`config.mk`:
```
export PLATFORM = sky130hd
export DESIGN_NAME = rfe_arith
export DESIGN_NICKNAME = d
export VERILOG_FILES = /design/src/rtl/rfe_pkg.sv /design/src/rtl/rfe_arith.sv
export SDC_FILE = /design/constraint.sdc
export NUM_CORES = 2
export LEC_CHECK = 0
export BUFFER_PORTS_ARGS = -buffer_cell sky130_fd_sc_hd__buf_2
export CAP_MARGIN = 20
export CORE_MARGIN = 5
export CORE_UTILIZATION = 50
export CTS_BUF_LIST = sky130_fd_sc_hd__clkbuf_8 sky130_fd_sc_hd__clkbuf_16
export DETAILED_ROUTE_END_ITERATION = 16
export PLACE_DENSITY = 0.75
export SYNTH_ARGS = -nofsm -noshare
export SYNTH_HDL_FRONTEND = slang
export SYNTH_SLANG_ARGS = --single-unit
```
`constraint.sdc`:
```
create_clock -name clk -period 15.5 [get_ports clk]
set_input_delay 3.875 -clock clk [delete_from_list [all_inputs] [get_ports clk]]
set_output_delay 3.875 -clock clk [all_outputs]
set_load 0.03 [all_outputs]
```
`src/rtl/rfe_pkg.sv`:
```
// Shared types, constants and fixed-point helpers for the frame size estimator.
// Used by rfe_arith and rfid_frame_size_estimator; depends on nothing else.
package rfe_pkg;

    localparam int MAX_FRAME      = 1024;
    localparam int MAX_ITERATIONS = 16;
    localparam int FRACTION_BITS  = 28;

    localparam int FRAME_W    = $clog2(MAX_FRAME + 1);
    localparam int ITER_W     = $clog2(MAX_ITERATIONS + 1);
    localparam int ITER_OUT_W = 5;
    localparam int REPLY_W    = 8;
    localparam int THRESH_W   = 29;
    localparam int GAMMA_W    = 31;
    localparam int GAMMA_OUT_W = 32;
    localparam int CFG_DATA_W = 31;
    localparam int CFG_IDX_W  = 2;

    localparam int DATA_W     = 64;
    localparam int PROD_W     = 2 * DATA_W;
    localparam int HALF_W     = DATA_W / 2;
    localparam int MUL_STEPS  = 4;
    localparam int DIV_STEPS  = DATA_W;
    localparam int STEP_W     = $clog2(DIV_STEPS);

    // exp series length and exponent range of the integer part
    localparam int SERIES_TERMS = 30;
    localparam int K_W          = $clog2(SERIES_TERMS + 1);
    localparam int EXP_INT_W    = 6;

    localparam logic [DATA_W-1:0] FX_ONE  = 64'd1 << FRACTION_BITS;
    localparam logic [DATA_W-1:0] FX_TWO  = 64'd2 << FRACTION_BITS;
    localparam logic [DATA_W-1:0] FX_MAX  = '1;
    localparam logic [DATA_W-1:0] FX_FRAC_MASK = FX_ONE - 64'd1;

    // configuration register indexes
    localparam logic [CFG_IDX_W-1:0] CFG_INIT_FRAME = 2'd0;
    localparam logic [CFG_IDX_W-1:0] CFG_THRESHOLD  = 2'd1;
    localparam logic [CFG_IDX_W-1:0] CFG_INIT_GAMMA = 2'd2;

    localparam logic [FRAME_W-1:0]   INIT_FRAME_RESET = 11'd64;
    localparam logic [THRESH_W-1:0]  THRESHOLD_RESET  = 29'd268435;
    localparam logic [GAMMA_W-1:0]   INIT_GAMMA_RESET = 31'd536870912;

    typedef enum logic [1:0] {
        ARITH_MUL = 2'b01,
        ARITH_DIV = 2'b10
    } arith_op_t;

    typedef struct packed {
        logic      start;
        arith_op_t op;
    } arith_req_t;

    // saturating 64-bit add
    function automatic logic [DATA_W-1:0] fx_sat_add(input logic [DATA_W-1:0] a,
                                                     input logic [DATA_W-1:0] b);
        logic [DATA_W:0] s;
        s = {1'b0, a} + {1'b0, b};
        return s[DATA_W] ? FX_MAX : s[DATA_W-1:0];
    endfunction

    // fixed-point product from a full 128-bit product, saturated
    function automatic logic [DATA_W-1:0] fx_mul_res(input logic [PROD_W-1:0] p);
        logic [PROD_W-1:0] sh;
        sh = p >> FRACTION_BITS;
        return ((p >> (DATA_W + FRACTION_BITS)) != '0) ? FX_MAX : sh[DATA_W-1:0];
    endfunction

    // integer product from a full 128-bit product, saturated
    function automatic logic [DATA_W-1:0] int_mul_res(input logic [PROD_W-1:0] p);
        return (p[PROD_W-1:DATA_W] != '0) ? FX_MAX : p[DATA_W-1:0];
    endfunction

    // limit a slot count to 1..MAX_FRAME
    function automatic logic [FRAME_W-1:0] clamp_frame(input logic [DATA_W-1:0] v);
        logic [FRAME_W-1:0] r;
        if (v == '0)
        begin
            r = FRAME_W'(1);
        end
        else if (v > DATA_W'(MAX_FRAME))
        begin
            r = FRAME_W'(MAX_FRAME);
        end
        else
        begin
            r = v[FRAME_W-1:0];
        end
        return r;
    endfunction

endpackage

```
`src/rtl/rfe_arith.sv`:
```
// Shared arithmetic unit: 64x64 multiply from four 32x32 partial products,
// and 128/64 restoring division one quotient bit per cycle. Uses rfe_pkg.
module rfe_arith (
    input  logic                       clk,
    input  logic                       rst_n,
    input  rfe_pkg::arith_req_t        req,
    input  logic [rfe_pkg::DATA_W-1:0] opa,
    input  logic [rfe_pkg::DATA_W-1:0] opb,
    input  logic [rfe_pkg::DATA_W-1:0] div_hi,
    output logic                       done,
    output logic [rfe_pkg::PROD_W-1:0] prod,
    output logic [rfe_pkg::DATA_W-1:0] quot
);
    import rfe_pkg::*;

    logic                busy_reg, busy_next;
    logic                done_reg, done_next;
    arith_op_t           op_reg, op_next;
    logic [STEP_W-1:0]   cnt_reg, cnt_next;
    logic [DATA_W-1:0]   a_reg, a_next;
    logic [DATA_W-1:0]   b_reg, b_next;
    logic [DATA_W-1:0]   pp_reg, pp_next;
    logic [PROD_W-1:0]   acc_reg, acc_next;
    logic [DATA_W-1:0]   rem_reg, rem_next;

    logic [HALF_W-1:0]   mul_x, mul_y;
    logic [PROD_W-1:0]   pp_shifted;
    logic [DATA_W:0]     trial;
    logic                take;

    // select partial product operands and alignment
    always_comb
    begin
        mul_x = cnt_reg[1] ? a_reg[DATA_W-1:HALF_W] : a_reg[HALF_W-1:0];
        mul_y = cnt_reg[0] ? b_reg[DATA_W-1:HALF_W] : b_reg[HALF_W-1:0];
        case (cnt_reg)
            STEP_W'(1):              pp_shifted = {{DATA_W{1'b0}}, pp_reg};
            STEP_W'(2), STEP_W'(3):  pp_shifted = {{HALF_W{1'b0}}, pp_reg, {HALF_W{1'b0}}};
            default:                 pp_shifted = {pp_reg, {DATA_W{1'b0}}};
        endcase
        trial = {rem_reg, a_reg[DATA_W-1]};
        take  = trial >= {1'b0, b_reg};
    end

    // advance the running operation
    always_comb
    begin
        busy_next = busy_reg;
        done_next = 1'b0;
        op_next   = op_reg;
        cnt_next  = cnt_reg;
        a_next    = a_reg;
        b_next    = b_reg;
        pp_next   = pp_reg;
        acc_next  = acc_reg;
        rem_next  = rem_reg;
        if (!busy_reg)
        begin
            if (req.start)
            begin
                busy_next = 1'b1;
                op_next   = req.op;
                cnt_next  = '0;
                a_next    = opa;
                b_next    = opb;
                acc_next  = '0;
                rem_next  = div_hi;
            end
        end
        else if (op_reg == ARITH_MUL)
        begin
            if (cnt_reg < STEP_W'(MUL_STEPS))
            begin
                pp_next = mul_x * mul_y;
            end
            if (cnt_reg != '0)
            begin
                acc_next = acc_reg + pp_shifted;
            end
            if (cnt_reg == STEP_W'(MUL_STEPS))
            begin
                busy_next = 1'b0;
                done_next = 1'b1;
            end
            cnt_next = cnt_reg + 1'b1;
        end
        else
        begin
            // one restoring step: quotient bits shift into the dividend register
            rem_next = take ? 64'(trial - {1'b0, b_reg}) : trial[DATA_W-1:0];
            a_next   = {a_reg[DATA_W-2:0], take};
            if (cnt_reg == STEP_W'(DIV_STEPS - 1))
            begin
                busy_next = 1'b0;
                done_next = 1'b1;
            end
            cnt_next = cnt_reg + 1'b1;
        end
    end

    always_ff @(posedge clk or negedge rst_n)
    begin
        if (!rst_n)
        begin
            busy_reg <= 1'b0;
            done_reg <= 1'b0;
            op_reg   <= ARITH_MUL;
            cnt_reg  <= '0;
        end
        else
        begin
            busy_reg <= busy_next;
            done_reg <= done_next;
            op_reg   <= op_next;
            cnt_reg  <= cnt_next;
        end
    end

    always_ff @(posedge clk)
    begin
        a_reg   <= a_next;
        b_reg   <= b_next;
        pp_reg  <= pp_next;
        acc_reg <= acc_next;
        rem_reg <= rem_next;
    end

    assign done = done_reg;
    assign prod = acc_reg;
    assign quot = a_reg;

endmodule

```
* Yosys cells after proc, flatten, opt, wreduce, memory -nomap -nowiden
Cells that the tools add are included.
Storage, ports and cells: memories 0, output and inout bits 193, flip-flop bits (word level) 394, ROM bits 0, bits in writable memories 0, word-level logic and storage cells 57, latch bits 0
Cells by class: divide/modulo/power cells 0, multiply operators 1, shift operators 0, eq/ne operators 9, reduce and logical (&&, ||, !) cells 7, $add $sub $neg 3, bitwise logic cells 1, order comparisons 2, mux-type cells 25
Operator list (count):
- $mux 128 | 4
- $mux 64 | 7
- $pmux 128 s2 | 1
- $add 128x128->128 | 1
- $ge 65x64->1 | 1
- $mul 32x32->64 | 1
- $mux 32 | 2
- $sub 64x64->64 | 1
- $eq 6x2->1 const B | 2
- $mux 6 | 2
- $mux 1 | 9
- $add 6x1->6 const B | 1
- $eq 6x1->1 const B | 1
- $eq 6x3->1 const B | 1
- $eq 6x6->1 const B | 1
- $lt 6x3->1 const B | 1
- $reduce_and 3->1 | 2
- $reduce_bool 6->1 | 1
- $ne 2x1->1 const B | 2
- $reduce_and 2->1 | 2
- $eq 2x1->1 const B | 1
- $ne 2x2->1 const B | 1
- $reduce_bool 2->1 | 1
- $reduce_or 2->1 | 1
- $not 1->1 | 1

* Longest topological paths before layout
depth after elaboration 7, gate-level depth with buffers 35, mapped depth without buffers 31

* Least setup slack after synthesis
No wires, ideal clock.
path type register -> register, from register cnt_reg[1], to register acc_reg[0] (netlist: prod[0]), enable pin, arrival time 10675 ps, required time 14708 ps, setup slack 4033 ps, stages on the path, launching flop included 8, cells stage by stage dfrtp_1 clkbuf_1 clkbuf_1 buf_1 inv_1 ha_1 and2_1 o21ai_0
On the way: longest elaborated chain between the ends 3
RTL lines:
- from (decl) | line rfe_arith.sv:19 | logic [STEP_W-1:0] cnt_reg, cnt_next;
- from (signal assigned) | line rfe_arith.sv:115 | cnt_reg <= cnt_next;
- $reduce_bool 6->1 | line rfe_arith.sv:76 | if (cnt_reg != '0)
- $ne 2x1->1 (no source line)
- $reduce_and 3->1 (no source line)
- to (signal assigned) | line rfe_arith.sv:124 | acc_reg <= acc_next;
- to (decl) | line rfe_arith.sv:23 | logic [PROD_W-1:0] acc_reg, acc_next;
Every way passes these cells. A chain may end at the register's enable or synchronous reset.

* Worst setup path after layout
from register cnt_reg[1], to register pp_reg[62], data pin
On the way: longest elaborated chain between the ends 2
RTL lines:
- $mux 32 | line rfe_arith.sv:34 | mul_x = cnt_reg[1] ? a_reg[DATA_W-1:HALF_W] : a_reg[HALF_W-1:0];
- $mul 32x32->64 | line rfe_arith.sv:74 | pp_next = mul_x * mul_y;
- to (signal assigned) | line rfe_arith.sv:123 | pp_reg <= pp_next;
- to (decl) | line rfe_arith.sv:22 | logic [DATA_W-1:0] pp_reg, pp_next;
Every way passes these cells.

==> metrics.md <==
| Metric | Value |
|---|---|
| Initial core utilization | 0.504 |
| Detailed-router iteration count before antenna repair | 6 |
| Crit path required time | between 15 and 20 ns |
| Avg Synthesized Cell Area | 8.84 um2 |
| Port bufs | 389 |
| Slew Limit Fails | 0 |
| GR Util All Layers | 0.336 |
| Mapped Cells | 6,955 |
| Die W | 361 um |
| WL final | 224,000 um |
| Final nets | 8,695 |
| Antenna violations before repair | 6 |
| Rows | 128 |
| Distinct cells, synth | 88 |
| Pre-CTS setup slack | 6.02 ns |
| Primary FF master, synth | edfxtp_1 |
| Setup slack after layout | 5.91 ns |
| Minimum clock period | between 9 and 10 ns |
| Via count | 53,500 |
| Final period util | 0.619 |
| Boundary Pins | 390 |
| CP dominant cell by count | fa_1 |
| Wire per inst | 25.4 um |
| Post-Layout Cell Count | 8,812 |
| Core Box Area | 122,000 um2 |
| Area of the multi-input gates | 44,700 um2 |
| Layout cells sized above 1 | 0.108 |
| Sequential Area | 11,800 um2 |
| CTS buffer count | 49 |
| Clk_skew | 0.0346 ns |
| Min Hold Slack | 0.503 ns |
| Endpoints failing setup | 0 |
| Yosys warning total | 0 |
| First-pass GRT wire length | 334,000 um |
| HP Class | flop to flop |
| Crit Path Max Fanout | 49 |
| Avg Vias per Cell | 6.07 |
| Max reg flops | 128 |
| Initial drt markers | roughly 6,000 |
| Clock sink count | 394 |
| Max clock buf depth | 3 |
| Setup crit end kind | flop |
| CP max-delay cell | buf_4 |
| Setup TNS | 0 ns |
| DR DRC count | 0 |
| Setup Buffers After CTS | 0 |
| DIE AREA | 130,000 um2 |
| Placed insts | 8,716 |
| Chip Height | 361 um |
| Fraction of registers with async set/reset | 0.0254 |
| CTS Hold Bufs | 0 |
| Synthesized area | 61,500 um2 |
| GR Overflow Total | 0 |
| Clock slew at reported path FFs | 0.07 ns |
| CTS HTree Levels | 2 |
| Status | finished clean |
| Vias in the first global route | 54,300 |
| Crit Path Class | flop to flop |
| F_max | around 0.10 GHz |
| Worst setup SP type | flop |
| Largest net degree at the start of global routing | 81 |
| Actual slew at the worst max-slew pin | between 1 and 1.5 ns |
| RSZ-0062 raised after global routing | no |
| Fill cell total of the finished layout | 11,000 |
| Resize count post-CTS | 0 |
| Largest stage delay on the critical path | 0.72 ns |
| Post-route ant nets | 0 |
| Post-synthesis sequential area ratio | 0.192 |
| Detail Placement HPWL | 182,000 um |
| Layout area overhead | 8.70% |
| Max Cap Violations | 0 |
| Critical path arrival | 9.99 ns |
| Final hold vios | 0 |
| Slew HR | 0.134 |
| Synth Net Count | 8,508 |
| Clock Tree Root | clkbuf_16 |
| #FFs+latches synth | slightly below 400 |
| TritonCTS clock tree | done |
| RD Place Congestion | roughly 1.1 |
| Post-synth EDFFs | 384 |
| Clk Latency, worst-skew pair | 0.67 ns |
==> layout by cell type, fill, tap and decap left out, types with 25 or more instances in the layout <==
master     netlist  routed
xnor2_1        142     142
buf_4            6     101
a21o_1         118     118
o21ai_0        205     189
edfxtp_1       384     384
buf_2           20     389
inv_1         1042    1047
ha_1           458     458
o21bai_1        55      55
nor3_1          60      60
a31oi_1         44      43
nand2_1        767     767
o21a_1          36      35
xor2_1          95      95
and3_1          56      56
nor2_1         977     976
clkbuf_16        0      50
nand3_1         47      47
and2_1          58      58
a22o_1          65      65
a21oi_1        460     460
nand4_1        101     101
mux2_2         101     101
fa_1           898     898
nand2b_1        29      29
o21ai_1         40      43
mux2i_2          0      26
o211ai_1        25      25
==> layer usage <==
layer / wire, um / part of all wire / global-route usage
met1: 83900 / 0.37 / 0.434
met2: 97200 / 0.43 / 0.514
met3: 26300 / 0.12 / 0.0894
met4: 16800 / 0.075 / 0.195
met5: 32 / 0.00014 / 0
==> worst paths after layout <==
kind | end | cells after the start | start | slack [ns]
max in group asynchronous | op_reg[0] | 1 | rst_n | 12.16
hold reg to reg | op_reg[0] | 2 | op_reg[0] | 0.50
min in group asynchronous | cnt_reg[2] | 1 | rst_n | 3.08
setup / recovery | pp_reg[62] | 30 | cnt_reg[1] | 5.91
setup reg to reg | pp_reg[62] | 30 | cnt_reg[1] | 5.91
hold / removal | op_reg[0] | 2 | op_reg[0] | 0.50
==> Yosys cell counts, types with 6 or more instances <==
master / count / area [um2]
xnor2_1: 142 / 1240
a21boi_0: 23 / 173
o21a_1: 36 / 270
inv_1: 1042 / 3910
ha_1: 458 / 5730
a211o_1: 7 / 61.3
and3_1: 56 / 350
a22o_1: 65 / 569
o211ai_1: 25 / 188
a211oi_1: 19 / 143
a21o_1: 118 / 886
nor4_1: 15 / 93.8
edfxtp_1: 384 / 11500
o31ai_1: 18 / 135
a21boi_1: 24 / 180
clkbuf_1: 311 / 1170
o22ai_1: 6 / 37.5
nand2b_1: 29 / 181
a21oi_1: 460 / 2300
a41oi_1: 7 / 61.3
dfrtp_1: 9 / 225
o21ai_0: 205 / 1030
nand2_1: 767 / 2880
or3_1: 8 / 50.1
a221o_1: 8 / 80.1
buf_4: 6 / 45.0
o221ai_1: 7 / 61.3
nor3_1: 60 / 300
a31oi_1: 44 / 275
buf_2: 20 / 100
fa_1: 898 / 18000
xor2_1: 95 / 832
nor2b_1: 19 / 119
mux2_2: 101 / 1140
nor2_1: 977 / 3670
and4_1: 19 / 166
nand4_1: 101 / 632
buf_1: 16 / 60.1
or2_2: 12 / 75.1
mux2i_1: 47 / 470
and2_1: 58 / 363
a221oi_1: 7 / 61.3
o21ai_1: 40 / 200
nand3_1: 47 / 235
o21bai_1: 55 / 413
==> worst max-delay path: cells and delay by family (launching register included) <==
| family | cells | cell delay [ns] |
|---|---|---|
| and+or+nand+nor | 3 | 0.38 |
| muxes | 1 | 0.28 |
| AOI/OAI and AO/OA | 8 | 2.02 |
| xor gates and xnor gates | 1 | 0.08 |
| adders and majority gates | 9 | 4.47 |
| DFF | 1 | 0.65 |
| buffers and inverters | 8 | 1.37 |
==> logic make-up after synthesis <==
family                     synth area share
AOI/OAI and AO/OA                     0.126
muxes                                0.0261
xor gates and xnor gates             0.0337
adders and majority gates             0.385
DFF                                   0.192
buffers and inverters                0.0862
and+or+nand+nor                       0.151
==> through the flow <==
stage	cell area, um2	util
2_1_floorplan	61500	-
3_3_place_gp	65200	0.534
3_5_place_dp	65200	0.534
4_1_cts	66800	0.548
5_1_grt	66800	0.548
6_report	66900	0.548
==> final cells by class <==
class,instances,share of cell area
repair buffers,491,0.0407
clock inverters,41,0.00636
diodes,5,0.000187
inverters,1043,0.0586
clock buffers,50,0.0187
well taps,1625,0.0304
flip-flops and latches,394,0.176
multi-input cells,5163,0.669
Power is left out: the tool's default activity adds up to more than one toggle a clock period on the data nets, which glitch-free logic cannot reach.
